`src/rtl/core/pfb_ram.sv`:
```
// Generic single-write, single-read synchronous RAM with a registered read.
`timescale 1ns / 1ps
`default_nettype none
module pfb_ram #(
  parameter int unsigned DATA_W = 8,
  parameter int unsigned DEPTH  = 2,
  localparam int unsigned AddrW = (DEPTH > 1) ? $clog2(DEPTH) : 1
) (
  input  wire logic              clk_i,
  input  wire logic              we_i,
  input  wire logic [AddrW-1:0]  waddr_i,
  input  wire logic [DATA_W-1:0] wdata_i,
  input  wire logic [AddrW-1:0]  raddr_i,
  output logic      [DATA_W-1:0] rdata_o
);

  logic [DATA_W-1:0] mem [DEPTH];
  logic [DATA_W-1:0] rdata_q;

  always_ff @(posedge clk_i) begin
    if (we_i) begin
      mem[waddr_i] <= wdata_i;
    end
    rdata_q <= mem[raddr_i];
  end

  assign rdata_o = rdata_q;

endmodule
`default_nettype wire

```
`config.mk`:
```
export PLATFORM = sky130hd
export DESIGN_NAME = pfb_ram
export DESIGN_NICKNAME = d
export VERILOG_FILES = /design/src/rtl/core/pfb_ram.sv
export SDC_FILE = /design/constraint.sdc
export NUM_CORES = 1
export LEC_CHECK = 0
export BUFFER_PORTS_ARGS = -buffer_cell sky130_fd_sc_hd__buf_2
export CORE_MARGIN = 3
export CORE_UTILIZATION = 52
export DETAILED_ROUTE_END_ITERATION = 8
export GPL_ROUTABILITY_DRIVEN = 0
export PLACE_DENSITY = 0.78
export SLEW_MARGIN = 20
export SYNTH_ARGS = -nofsm -noshare
export SYNTH_HDL_FRONTEND = slang
export SYNTH_SLANG_ARGS = --single-unit
export TNS_END_PERCENT = 50
```
`constraint.sdc`:
```
create_clock -name clk_i -period 1.8 [get_ports clk_i]
set_input_delay 0.09 -clock clk_i [delete_from_list [all_inputs] [get_ports clk_i]]
set_output_delay 0.09 -clock clk_i [all_outputs]
set_load 0.03 [all_outputs]
```
==> impl_metrics.yaml <==
run_status:
  status: "finished clean"
layout:
  final_cell_mix: "buf_2 (19), edfxtp_1 (16), mux2_4 (8), dlygate4sd3_1 (8), dfxtp_1 (8)"
  final_cells: 79
  fillers: 91
  fin_nets: 78
  areaGrowthSynthToFinish_pct: 26.2
  final_common_cell: "buf_2"
  diodes: 0
  drive_gt1_share_pct: 46.9
setup_path:
  crit_type: "flip-flop to output pin"
  crit_arrival_ns: 0.82
  timing.rr.end: "rdata_o[2]"
  cpMaxStageDelayCell: "dfxtp_1"
  end_kind: "output pin"
  critPathLaunch: "rdata_o[2]"
  cp_max_fo: 1
  crit_buf_inv: 1
  r2r_setup_slack_ns: 1.03
  crit_chain: "buf_2"
  crit_path_max_incr_delay_ns: 0.33
  reg2reg_from: "mem[0][2]"
  worst_path_dominant_cell_family: "flip-flops"
  required_ns: 1.71
  worstSetupStartpointType: "flip-flop"
  ff2ff_path_depth: 1
  cp.depth: 1
floorplanning:
  coreArea_mm2: 0.00135
  pin_count: 20
  die_w_um: 44.8
  fp-row-count: 13
  die_h_um: 44.8
  initial_core_util_pct: 58.1
  dieArea_mm2: 0.00201
hold_path:
  worstHoldStart: "waddr_i"
  whs_endpoint: "mem[0][2]"
  hold_class: "input port to flip-flop"
  hold_path_depth: 2
routing:
  drc_errors: 0
  drt_first_pass_iters: 4
  final_antenna_net_count: 0
  vias: 387
  wire_per_inst_um: 12.4
  wl_um: 982
  via_per_inst: 4.90
  drt_iter0_drc: 9
grt:
  grt-ovfl-total: 0
  antenna_found_initial: 0
  grt_max_degree: 13
  grt_pass1_vias: 379
  grt_use_total_pct: 11.7
  grt_first_pass_wirelength_um: 1640
flow_run:
  maxCapViolCount: 0
synth:
  synthCells: 35
  netlist_area_um2: 785
  synth_cell_types: 6
  ys_seq_area_share_pct: 81.7
  yosys_warnings: 0
  syn_nets: 47
  ys_seq_elements: 24
  synth_area_per_cell_um2: 22.4
timing:
  rsz0062_at_grt: "false"
  setup_viol: 0
  tightest_slew_ns: 0.651
  tns_ns: 0
  hold_violations: 0
  slew_viol_final: 0
  fmax_mhz: 1100
  fin_worst_skew_ns: 0.00138
  post-route-min-period_ns: 0.905
  timing.final.crit_share_pct: 50.3
  relSlewSlack_pct: 56.5
cts:
  cts_max_level: 1
  cts_tree: "yes"
  cts.clk_slew.worst_paths_ns: 0.11
  clock-sinks: 24
  root_buffer: "clkbuf_4"
  cts_made_buffers: 3
  clk_path_buf_depth: 2
  insertion_delay_ns: 0.29
placement:
  placed_cells: 68
  io_buffer_count: 19
power_and_ir_drop:
  irDropWorstVdd_uv: 776
  p_per_area_mw_per_mm2: 977
  p_leak_nw: 0.410
-- layout make-up --
type	instances	area, µm²	share of cell area (%)
Tap cell	15	18.8	1.90
Timing Repair Buffer	27	175	17.7
Clock buffer	3	22.5	2.28
Sequential cell	24	641	64.7
Multi-Input combinational cell	10	133	13.4
-- power by group --
group,switching (W),internal [W],total (W)
clock network,0.000132,0.0000777,0.000209
logic,0.0000616,0.0000556,0.000117
registers,0.00000916,0.000631,0.000640
-- worst max path at each step --
stage | endpoint | slack (ns)
finish | rdata_o[2] | 0.89
global route | rdata_o[2] | 0.85
CTS | rdata_o[2] | 0.89
detailed placement | mem[0][7] | 0.71
global placement | mem[0][7] | 0.74
floorplan | mem[0][0] | 0.92
-- metal layers --
layer  vias up  part of all wire, %  track usage, %
li1        190                    -               -
met1       180                   38            13.7
met2        17                   53            21.2
met3         0                  8.1            2.79
met4         0                    0            3.51
met5         -                    0               0
-- synth_stat cells --
| master | instances | share of area [%] |
|---|---|---|
| edfxtp_1 | 16 | 61 |
| dfxtp_1 | 8 | 20 |
| mux2_4 | 8 | 15 |
| and2_1 | 1 | 0.80 |
| buf_6 | 1 | 1.4 |
| nor2b_1 | 1 | 0.80 |
-- registers in the layout, indices dropped and copies added, names as in the netlist --
signal,flops
mem,16
rdata_o,8
-- through the flow --
stage               setup slack (ns)  utilization, %  area, µm²  power, W  hold slack [ns]
floorplan                      0.917               -        785  0.000724            0.189
global placement               0.742            65.7        887  0.000755            0.277
detailed placement             0.713            65.7        887  0.000757            0.281
CTS                            0.893            73.3        990  0.000976            0.210
global route                   0.855            73.3        990   0.00101            0.224
finish                         0.895            73.3        990  0.000967            0.217
-- logic make-up (layout without fill, tap and decap cells) --
kind of cell           after synthesis  after routing  share of synthesized area [%]
buffers and inverters                1             30                           1.44
and+or+nand+nor                      2              2                           1.60
DFF                                 24             24                           81.7
muxes                                8              8                           15.3
-- what timing repair did --
action,4_1_cts,5_1_grt
hold buffers,8,0
gates resized for setup,0,0
endpoints found under the hold margin,16,0
setup endpoints to repair,0,0
buffers inserted,0,0
(Power assumes the default switching activity.)
