### src/rtl/core/pfb_pkg.sv
// Shared types and constants of the packed frame buffer refresh core.
`timescale 1ns / 1ps
`default_nettype none
package pfb_pkg;

  localparam int unsigned CMD_W      = 3;
  localparam int unsigned COORD_W    = 10;
  localparam int unsigned IDX_W      = 4;
  localparam int unsigned COLOR_W    = 16;
  localparam int unsigned GROUP_W    = 6;
  localparam int unsigned PIXGRP_W   = 64;
  localparam int unsigned PAL_DEPTH  = 16;
  localparam int unsigned BYTE_W     = 8;
  localparam int unsigned MAX_LANES  = 4;

  localparam int unsigned WIDTH_DEF  = 240;
  localparam int unsigned HEIGHT_DEF = 240;
  localparam int unsigned PPR_DEF    = 4;

  typedef enum logic [CMD_W-1:0] {
    CMD_SET_PIXEL = 3'd0,
    CMD_GET_PIXEL = 3'd1,
    CMD_FILL      = 3'd2,
    CMD_CLEAR     = 3'd3,
    CMD_PAL_WRITE = 3'd4,
    CMD_REFRESH   = 3'd5
  } cmd_e;

  typedef enum logic [3:0] {
    ST_INIT,
    ST_IDLE,
    ST_SP_RD,
    ST_SP_WR,
    ST_GP_RD,
    ST_GP_DAT,
    ST_FILL,
    ST_PAL,
    ST_RF_DRD,
    ST_RF_DCHK,
    ST_RF_FB,
    ST_RF_PAL,
    ST_RF_ACC,
    ST_RF_PUSH,
    ST_PUSH
  } state_e;

endpackage
`default_nettype wire

### src/rtl/core/pfb_seq.sv
// Command sequencer with read-modify-write, sweep and refresh control and the result register.
`timescale 1ns / 1ps
`default_nettype none
module pfb_seq #(
  parameter int unsigned WIDTH             = pfb_pkg::WIDTH_DEF,
  parameter int unsigned HEIGHT            = pfb_pkg::HEIGHT_DEF,
  parameter int unsigned PIXELS_PER_RESULT = pfb_pkg::PPR_DEF,
  localparam int unsigned StoreBytes = (WIDTH * HEIGHT + 1) / 2,
  localparam int unsigned FbAw       = (StoreBytes > 1) ? $clog2(StoreBytes) : 1,
  localparam int unsigned RowAw      = (HEIGHT > 1) ? $clog2(HEIGHT) : 1
) (
  input  wire logic                              clk_i,
  input  wire logic                              rst_ni,
  input  wire logic                              in_valid_i,
  output logic                                   in_stall_o,
  input  wire logic [pfb_pkg::CMD_W-1:0]         command_i,
  input  wire logic [pfb_pkg::COORD_W-1:0]       x_coord_i,
  input  wire logic [pfb_pkg::COORD_W-1:0]       y_coord_i,
  input  wire logic [pfb_pkg::IDX_W-1:0]         colour_index_i,
  input  wire logic [pfb_pkg::IDX_W-1:0]         palette_slot_i,
  input  wire logic [pfb_pkg::COLOR_W-1:0]       palette_colour_i,
  output logic                                   out_valid_o,
  input  wire logic                              out_stall_i,
  output logic      [pfb_pkg::IDX_W-1:0]         pixel_value_o,
  output logic                                   row_sent_o,
  output logic      [pfb_pkg::COORD_W-1:0]       row_number_o,
  output logic      [pfb_pkg::GROUP_W-1:0]       group_index_o,
  output logic      [pfb_pkg::PIXGRP_W-1:0]      pixel_group_o,
  output logic                                   last_o,
  output logic                                   fb_we_o,
  output logic      [FbAw-1:0]                   fb_waddr_o,
  output logic      [pfb_pkg::BYTE_W-1:0]        fb_wdata_o,
  output logic      [FbAw-1:0]                   fb_raddr_o,
  input  wire logic [pfb_pkg::BYTE_W-1:0]        fb_rdata_i,
  output logic                                   dirty_we_o,
  output logic      [RowAw-1:0]                  dirty_waddr_o,
  output logic                                   dirty_wdata_o,
  output logic      [RowAw-1:0]                  dirty_raddr_o,
  input  wire logic                              dirty_rdata_i,
  output logic                                   pal_we_o,
  output logic      [pfb_pkg::IDX_W-1:0]         pal_waddr_o,
  output logic      [pfb_pkg::COLOR_W-1:0]       pal_wdata_o,
  output logic      [pfb_pkg::IDX_W-1:0]         pal_raddr_o,
  input  wire logic [pfb_pkg::COLOR_W-1:0]       pal_rdata_i
);

  import pfb_pkg::*;

  localparam int unsigned LinW    = $clog2(WIDTH * HEIGHT);
  localparam int unsigned Groups  = (WIDTH + PIXELS_PER_RESULT - 1) / PIXELS_PER_RESULT;
  localparam int unsigned GcW     = (Groups > 1) ? $clog2(Groups) : 1;
  localparam int unsigned KW      = $clog2(PIXELS_PER_RESULT + 1);
  localparam int unsigned PxW     = $clog2(WIDTH + PIXELS_PER_RESULT);
  localparam int unsigned InitLen = (HEIGHT > PAL_DEPTH) ? HEIGHT : PAL_DEPTH;
  localparam int unsigned SweepMx = (StoreBytes > InitLen) ? StoreBytes : InitLen;
  localparam int unsigned SwW     = $clog2(SweepMx + 1);

  state_e state_q, state_d;

  logic [COORD_W-1:0]  y_q, y_d;
  logic [LinW-1:0]     lin_q, lin_d;
  logic [IDX_W-1:0]    ci_q, ci_d;
  logic [BYTE_W-1:0]   fill_byte_q, fill_byte_d;
  logic [IDX_W-1:0]    pal_slot_q, pal_slot_d;
  logic [COLOR_W-1:0]  pal_col_q, pal_col_d;
  logic [COORD_W-1:0]  res_row_q, res_row_d;
  logic [IDX_W-1:0]    pv_q, pv_d;
  logic [SwW-1:0]      sw_q, sw_d;
  logic [GcW-1:0]      g_q, g_d;
  logic [KW-1:0]       k_q, k_d;
  logic [PxW-1:0]      px_q, px_d;
  logic                px_ok_q, px_ok_d;
  logic [PIXGRP_W-1:0] pix_q, pix_d;

  logic                out_valid_q, out_valid_d;
  logic [IDX_W-1:0]    out_pv_q, out_pv_d;
  logic                out_sent_q, out_sent_d;
  logic [COORD_W-1:0]  out_row_q, out_row_d;
  logic [GROUP_W-1:0]  out_grp_q, out_grp_d;
  logic [PIXGRP_W-1:0] out_pix_q, out_pix_d;
  logic                out_last_q, out_last_d;

  logic accept, can_push, in_range, y_ok;
  logic fill_done, pal_done, init_done, k_last, g_last;
  logic load_plain, load_group;
  logic [IDX_W-1:0] nibble;
  cmd_e cmd;

  assign cmd        = cmd_e'(command_i);
  assign in_stall_o = (state_q != ST_IDLE);
  assign accept     = in_valid_i && (state_q == ST_IDLE);
  assign can_push   = !out_valid_q || !out_stall_i;
  assign y_ok       = {1'b0, y_coord_i} < (COORD_W + 1)'(HEIGHT);
  assign in_range   = y_ok && ({1'b0, x_coord_i} < (COORD_W + 1)'(WIDTH));
  assign fill_done  = (sw_q == SwW'(StoreBytes - 1));
  assign pal_done   = (sw_q == SwW'(HEIGHT - 1));
  assign init_done  = (sw_q == SwW'(InitLen - 1));
  assign k_last     = (k_q == KW'(PIXELS_PER_RESULT - 1));
  assign g_last     = (g_q == GcW'(Groups - 1));
  assign nibble     = lin_q[0] ? fb_rdata_i[7:4] : fb_rdata_i[3:0];

  always_comb begin
    state_d = state_q;
    case (state_q)
      ST_INIT: begin
        if (init_done) state_d = ST_IDLE;
      end
      ST_IDLE: begin
        if (in_valid_i) begin
          case (cmd)
            CMD_SET_PIXEL: state_d = in_range ? ST_SP_RD : ST_PUSH;
            CMD_GET_PIXEL: state_d = in_range ? ST_GP_RD : ST_PUSH;
            CMD_FILL:      state_d = ST_FILL;
            CMD_CLEAR:     state_d = ST_FILL;
            CMD_PAL_WRITE: state_d = ST_PAL;
            CMD_REFRESH:   state_d = y_ok ? ST_RF_DRD : ST_PUSH;
            default:       state_d = ST_PUSH;
          endcase
        end
      end
      ST_SP_RD:   state_d = ST_SP_WR;
      ST_SP_WR:   state_d = ST_PUSH;
      ST_GP_RD:   state_d = ST_GP_DAT;
      ST_GP_DAT:  state_d = ST_PUSH;
      ST_FILL: begin
        if (fill_done) state_d = ST_PUSH;
      end
      ST_PAL: begin
        if (pal_done) state_d = ST_PUSH;
      end
      ST_RF_DRD:  state_d = ST_RF_DCHK;
      ST_RF_DCHK: state_d = dirty_rdata_i ? ST_RF_FB : ST_PUSH;
      ST_RF_FB:   state_d = ST_RF_PAL;
      ST_RF_PAL:  state_d = ST_RF_ACC;
      ST_RF_ACC:  state_d = k_last ? ST_RF_PUSH : ST_RF_FB;
      ST_RF_PUSH: begin
        if (can_push) state_d = g_last ? ST_IDLE : ST_RF_FB;
      end
      ST_PUSH: begin
        if (can_push) state_d = ST_IDLE;
      end
      default: state_d = ST_IDLE;
    endcase
  end

  always_comb begin
    fb_we_o       = 1'b0;
    fb_waddr_o    = FbAw'(lin_q >> 1);
    fb_wdata_o    = lin_q[0] ? {ci_q, fb_rdata_i[3:0]} : {fb_rdata_i[7:4], ci_q};
    fb_raddr_o    = FbAw'(lin_q >> 1);
    dirty_we_o    = 1'b0;
    dirty_waddr_o = RowAw'(y_q);
    dirty_wdata_o = 1'b1;
    dirty_raddr_o = RowAw'(y_q);
    pal_we_o      = 1'b0;
    pal_waddr_o   = pal_slot_q;
    pal_wdata_o   = pal_col_q;
    pal_raddr_o   = nibble;
    load_plain    = 1'b0;
    load_group    = 1'b0;
    case (state_q)
      ST_INIT: begin
        dirty_we_o    = (sw_q < SwW'(HEIGHT));
        dirty_waddr_o = RowAw'(sw_q);
        dirty_wdata_o = 1'b0;
        pal_we_o      = (sw_q < SwW'(PAL_DEPTH));
        pal_waddr_o   = IDX_W'(sw_q);
        pal_wdata_o   = '0;
      end
      ST_SP_WR: begin
        fb_we_o    = 1'b1;
        dirty_we_o = 1'b1;
      end
      ST_FILL: begin
        fb_we_o       = 1'b1;
        fb_waddr_o    = FbAw'(sw_q);
        fb_wdata_o    = fill_byte_q;
        dirty_we_o    = (sw_q < SwW'(HEIGHT));
        dirty_waddr_o = RowAw'(sw_q);
      end
      ST_PAL: begin
        pal_we_o      = (sw_q == '0);
        dirty_we_o    = 1'b1;
        dirty_waddr_o = RowAw'(sw_q);
      end
      ST_RF_DCHK: begin
        dirty_we_o    = dirty_rdata_i;
        dirty_wdata_o = 1'b0;
      end
      ST_RF_PUSH: load_group = can_push;
      ST_PUSH:    load_plain = can_push;
      default: ;
    endcase
  end

  always_comb begin
    y_d         = y_q;
    lin_d       = lin_q;
    ci_d        = ci_q;
    fill_byte_d = fill_byte_q;
    pal_slot_d  = pal_slot_q;
    pal_col_d   = pal_col_q;
    res_row_d   = res_row_q;
    pv_d        = pv_q;
    sw_d        = sw_q;
    g_d         = g_q;
    k_d         = k_q;
    px_d        = px_q;
    px_ok_d     = px_ok_q;
    pix_d       = pix_q;
    if (accept) begin
      y_d         = y_coord_i;
      lin_d       = LinW'(LinW'(y_coord_i) * LinW'(WIDTH))
                    + ((cmd == CMD_REFRESH) ? '0 : LinW'(x_coord_i));
      ci_d        = colour_index_i;
      fill_byte_d = (cmd == CMD_FILL) ? {colour_index_i, colour_index_i} : '0;
      pal_slot_d  = palette_slot_i;
      pal_col_d   = palette_colour_i;
      res_row_d   = (cmd == CMD_REFRESH) ? y_coord_i : '0;
      pv_d        = '0;
    end
    case (state_q)
      ST_INIT:   sw_d = init_done ? '0 : sw_q + 1'b1;
      ST_FILL:   sw_d = fill_done ? '0 : sw_q + 1'b1;
      ST_PAL:    sw_d = pal_done ? '0 : sw_q + 1'b1;
      ST_GP_DAT: pv_d = nibble;
      ST_RF_DCHK: begin
        g_d   = '0;
        k_d   = '0;
        px_d  = '0;
        pix_d = '0;
      end
      ST_RF_FB:  px_ok_d = (px_q < PxW'(WIDTH));
      ST_RF_ACC: begin
        for (int s = 0; s < MAX_LANES; s++) begin
          if ((s < PIXELS_PER_RESULT) && (s == int'(k_q))) begin
            pix_d[COLOR_W*s +: COLOR_W] = px_ok_q ? pal_rdata_i : '0;
          end
        end
        k_d   = k_last ? '0 : k_q + 1'b1;
        px_d  = px_q + 1'b1;
        lin_d = lin_q + 1'b1;
      end
      ST_RF_PUSH: begin
        if (can_push && !g_last) begin
          g_d   = g_q + 1'b1;
          pix_d = '0;
        end
      end
      default: ;
    endcase
  end

  always_comb begin
    out_valid_d = out_valid_q && out_stall_i;
    out_pv_d    = out_pv_q;
    out_sent_d  = out_sent_q;
    out_row_d   = out_row_q;
    out_grp_d   = out_grp_q;
    out_pix_d   = out_pix_q;
    out_last_d  = out_last_q;
    if (load_plain) begin
      out_valid_d = 1'b1;
      out_pv_d    = pv_q;
      out_sent_d  = 1'b0;
      out_row_d   = res_row_q;
      out_grp_d   = '0;
      out_pix_d   = '0;
      out_last_d  = 1'b1;
    end else if (load_group) begin
      out_valid_d = 1'b1;
      out_pv_d    = '0;
      out_sent_d  = 1'b1;
      out_row_d   = y_q;
      out_grp_d   = GROUP_W'(g_q);
      out_pix_d   = pix_q;
      out_last_d  = g_last;
    end
  end

  always_ff @(posedge clk_i or negedge rst_ni) begin
    if (!rst_ni) begin
      state_q     <= ST_INIT;
      sw_q        <= '0;
      out_valid_q <= 1'b0;
    end else begin
      state_q     <= state_d;
      sw_q        <= sw_d;
      out_valid_q <= out_valid_d;
    end
  end

  always_ff @(posedge clk_i) begin
    y_q         <= y_d;
    lin_q       <= lin_d;
    ci_q        <= ci_d;
    fill_byte_q <= fill_byte_d;
    pal_slot_q  <= pal_slot_d;
    pal_col_q   <= pal_col_d;
    res_row_q   <= res_row_d;
    pv_q        <= pv_d;
    g_q         <= g_d;
    k_q         <= k_d;
    px_q        <= px_d;
    px_ok_q     <= px_ok_d;
    pix_q       <= pix_d;
    out_pv_q    <= out_pv_d;
    out_sent_q  <= out_sent_d;
    out_row_q   <= out_row_d;
    out_grp_q   <= out_grp_d;
    out_pix_q   <= out_pix_d;
    out_last_q  <= out_last_d;
  end

  assign out_valid_o   = out_valid_q;
  assign pixel_value_o = out_pv_q;
  assign row_sent_o    = out_sent_q;
  assign row_number_o  = out_row_q;
  assign group_index_o = out_grp_q;
  assign pixel_group_o = out_pix_q;
  assign last_o        = out_last_q;

endmodule
`default_nettype wire

### config.mk
export PLATFORM = sky130hd
export DESIGN_NAME = pfb_seq
export DESIGN_NICKNAME = d
export VERILOG_FILES = /design/src/rtl/core/pfb_pkg.sv /design/src/rtl/core/pfb_seq.sv
export SDC_FILE = /design/constraint.sdc
export NUM_CORES = 1
export LEC_CHECK = 0
export BUFFER_PORTS_ARGS = -buffer_cell sky130_fd_sc_hd__clkbuf_2
export CAP_MARGIN = 25
export CORE_AREA = 10 10 144 180
export DETAILED_ROUTE_END_ITERATION = 8
export DIE_AREA = 0 0 154 190
export GPL_ROUTABILITY_DRIVEN = 0
export PLACE_DENSITY = 0.79
export SLEW_MARGIN = 25
export SYNTH_ARGS = -nofsm -noshare
export SYNTH_HDL_FRONTEND = slang
export SYNTH_SLANG_ARGS = --single-unit
### constraint.sdc
create_clock -name clk_i -period 3.7 [get_ports clk_i]
set_input_delay 0.185 -clock clk_i [delete_from_list [all_inputs] [get_ports clk_i]]
set_output_delay 0.185 -clock clk_i [all_outputs]
set_load 0.005 [all_outputs]
==> reports/metrics.cfg <==
[synth]
synth_warnings = 0
yosysSeqAreaShare_pct = 56.6
synth_enable_flop_cells = 164
async_flop_share_pct = 7.81
synth-seq-cells = 256
ys_types = 65
avgSynthCellArea_um2 = 10.9
syn_nets = 1235
mappedNetlistArea_um2 = 12100
synthFlopType = edfxtp_1
syn_inst = 1110

[routing]
wire_per_inst_um = 19.2
drc = 0
drt_iter0_drc = 732
drt-vias-per-instance = 5.49
wirelength_mm = 32.2
antenna_left = 0
firstDrtPassIters = 5
vias = 9224

[timing]
fin_crit_ns = 3.48
fmax_mhz = 287
max_slew_margin_pct = 35.1
worst_slew_pin_slew_ns = 0.949
setup_tns_ns = 0
setup_violations = 0
finClkSkew_ns = 0.0110
hold_viol_final = 0
rsz0062_at_grt = no
drv_slew = 0
layout_worst_path_cycle_share_pct = 94.1
timing.hold.ws_ns = 0.0254

[floorplan]
die_h_um = 190
core_um2 = 22600
die_area_um2 = 29300
num_rows = 62
start_util_pct = 53.7
pin_count = 246
die_width_um = 154

[clock_network]
cts_tree = done
postCtsSetupRepairBufs = 0
clockRootBuffer = clkbuf_16
cts_made_buffers = 25
clock_path_buffers = 3
cts.clk_slew.worst_paths_ns = 0.07
clock_latency_ns = 0.51
htree_levels = 1
cts.sink_count = 256

[finish]
drive_above_1_share_pct = 26.3
layout_common_cells = clkbuf_2 (245), nand2_1 (193), edfxtp_1 (164), a21oi_1 (105), dfxtp_1 (72)
final_common_cell = clkbuf_2
final_cells = 1679
num-nets-final = 1498
design_area_um2 = 14800
fillerInstances = 1705
syn2layout_area_growth_pct = 21.8

[run_status]
status = completed

[worst_setup_path]
required_ns = 4.08
path_cells = dlygate4sd3_1, clkbuf_2, inv_2, fa_1, fa_1, inv_1, ha_1, buf_4, a21oi_1, xnor2_1, ha_1, o21a_1, nor2_1, inv_1, and4_1, a211o_1, nand3_1
cp-start-kind = input pin
critPathKind = input pin to register
crit_cells = 17
cp_top_family = adder cells
cp_num_buf_inv = 6
crit_slowest_cell = dlygate4sd3_1
reg2regPathDepth = 6
critical_path_arrival_ns = 3.86
cp_max_fo = 4
cp_slowest_stage_delay_ns = 0.54
endpoint_kind = register

[min_path]
min_path_type = input pin to register
worstHoldPathCells = 2

[power]
p_clk_share_pct = 38.5
seq_power_share_pct = 46.8
switchingPower_mw = 1.57
p_int_mw = 4.95
combinationalPowerShare_pct = 14.7
p_leak_nw = 6.00
irDropWorstVdd_v = 0.000376
switching_share_pct = 24.1
pwr_density_cell_nw_per_um2 = 441

[place]
placed_area_um2 = 13500
io_buffers = 245
hpwl_mm = 23.1
dp.cells = 1595

[global_route]
grt_max_degree = 73
grt_pass1_wl_mm = 50.1
grt_usage_pct = 21.1
grt_pass1_vias = 9278
grt_overflow = 0
antenna_found_initial = 1

[run]
max_cap_violations = 0

[logic make-up after synthesis]
| family | synth area share, % |
|---|---|
| buffers and inverters | 4.72 |
| and+or+nand+nor | 15.9 |
| DFF | 56.6 |
| xor gates and xnor gates | 3.54 |
| AOI/OAI and AO/OA | 8.96 |
| muxes | 4.10 |
| adders and majority gates | 6.17 |
[power by group through the flow]
stage	Combinational, mW	Clock (mW)	Sequential, mW
finish	0.959	2.51	3.05
global route	1.06	2.66	3.05
CTS	0.923	2.53	3.05
detailed placement	0.890	0	3.11
global placement	0.855	0	3.11
floorplan	0.635	0	3.11
[routing by layer]
layer  wire, µm  up-vias  track usage, %  share of wire [%]
met1      12000     4415            23.6                 37
met3       2500       68            5.15                7.8
met2      16600      361            37.7                 51
met5          0        -               0                  0
li1           -     4380               -                  -
met4       1180        0            8.15                3.6
[flip-flops by register name, summed over array words and instances, names as in the netlist, 6 cells and up]
signal,count
row_number_o,10
group_index_o,6
pixel_group_o,64
px_q,8
lin_q,16
res_row_q,10
pal_col_q,16
y_q,10
g_q,6
sw_q,15
pix_q,64
[final cells by class]
| class | instances | area [µm²] | area share, % |
|---|---|---|---|
| Antenna cell | 1 | 2.50 | 0.0169 |
| Clock buffer | 37 | 773 | 5.24 |
| Clock inverter | 7 | 41.3 | 0.280 |
| Inverter | 41 | 154 | 1.04 |
| Multi-Input combinational cell | 736 | 4730 | 32.1 |
| Sequential cell | 256 | 6870 | 46.5 |
| Tap cell | 288 | 360 | 2.44 |
| Timing Repair Buffer | 313 | 1830 | 12.4 |
[synth_stat cells, types with 4 or more instances]
library cell | instances | area, µm²
or3_1 | 7 | 43.8
a21oi_1 | 106 | 531
dfrtp_1 | 20 | 500
nand2b_1 | 4 | 25.0
ha_1 | 31 | 388
edfxtp_1 | 164 | 4920
nor2b_1 | 25 | 156
xnor2_1 | 26 | 228
nor2_1 | 61 | 229
nand3_1 | 22 | 110
a211o_1 | 5 | 43.8
a21o_1 | 9 | 67.6
mux2_2 | 37 | 417
fa_1 | 18 | 360
inv_1 | 41 | 154
xor2_1 | 23 | 201
o21a_1 | 4 | 30.0
clkbuf_1 | 41 | 154
a31oi_1 | 4 | 25.0
buf_4 | 26 | 195
and3_1 | 28 | 175
dfxtp_1 | 72 | 1440
nor3_1 | 16 | 80.1
buf_1 | 4 | 15.0
mux2i_1 | 8 | 80.1
nand4_1 | 10 | 62.6
o21bai_1 | 4 | 30.0
o21ai_0 | 23 | 115
nor4_1 | 5 | 31.3
nand2_1 | 193 | 724
and2_1 | 22 | 138
[stage by stage]
step / total power [mW] / util (%) / setup slack, ns
floorplan: 3.75 / - / 0.180
CTS: 6.51 / 65.3 / 0.0381
detailed placement: 4.00 / 60.0 / -0.0279
finish: 6.52 / 65.4 / 0.219
global placement: 3.97 / 60.0 / 0.0319
global route: 6.77 / 65.4 / 0.0227
[path summary, 6_finish.rpt]
check,slack [ns],start,endpoint
max,0.22,y_coord_i[3],lin_q[15]
min,0.03,y_coord_i[4],res_row_q[4]
max reg2reg,0.99,state_q[1],sw_q[13]
min reg2reg,0.45,group_index_o[0],group_index_o[0]
max in group asynchronous,3.13,rst_ni,sw_q[6]
min in group asynchronous,0.21,rst_ni,sw_q[3]
[timing repair]
| action | CTS | global route |
|---|---|---|
| resized for setup | 0 | 5 |
| setup endpoints to repair | 0 | 3 |
| hold buffers | 39 | 0 |
| hold endpoints to repair | 61 | 0 |
No activity file was read; power rests on OpenSTA's default activity.
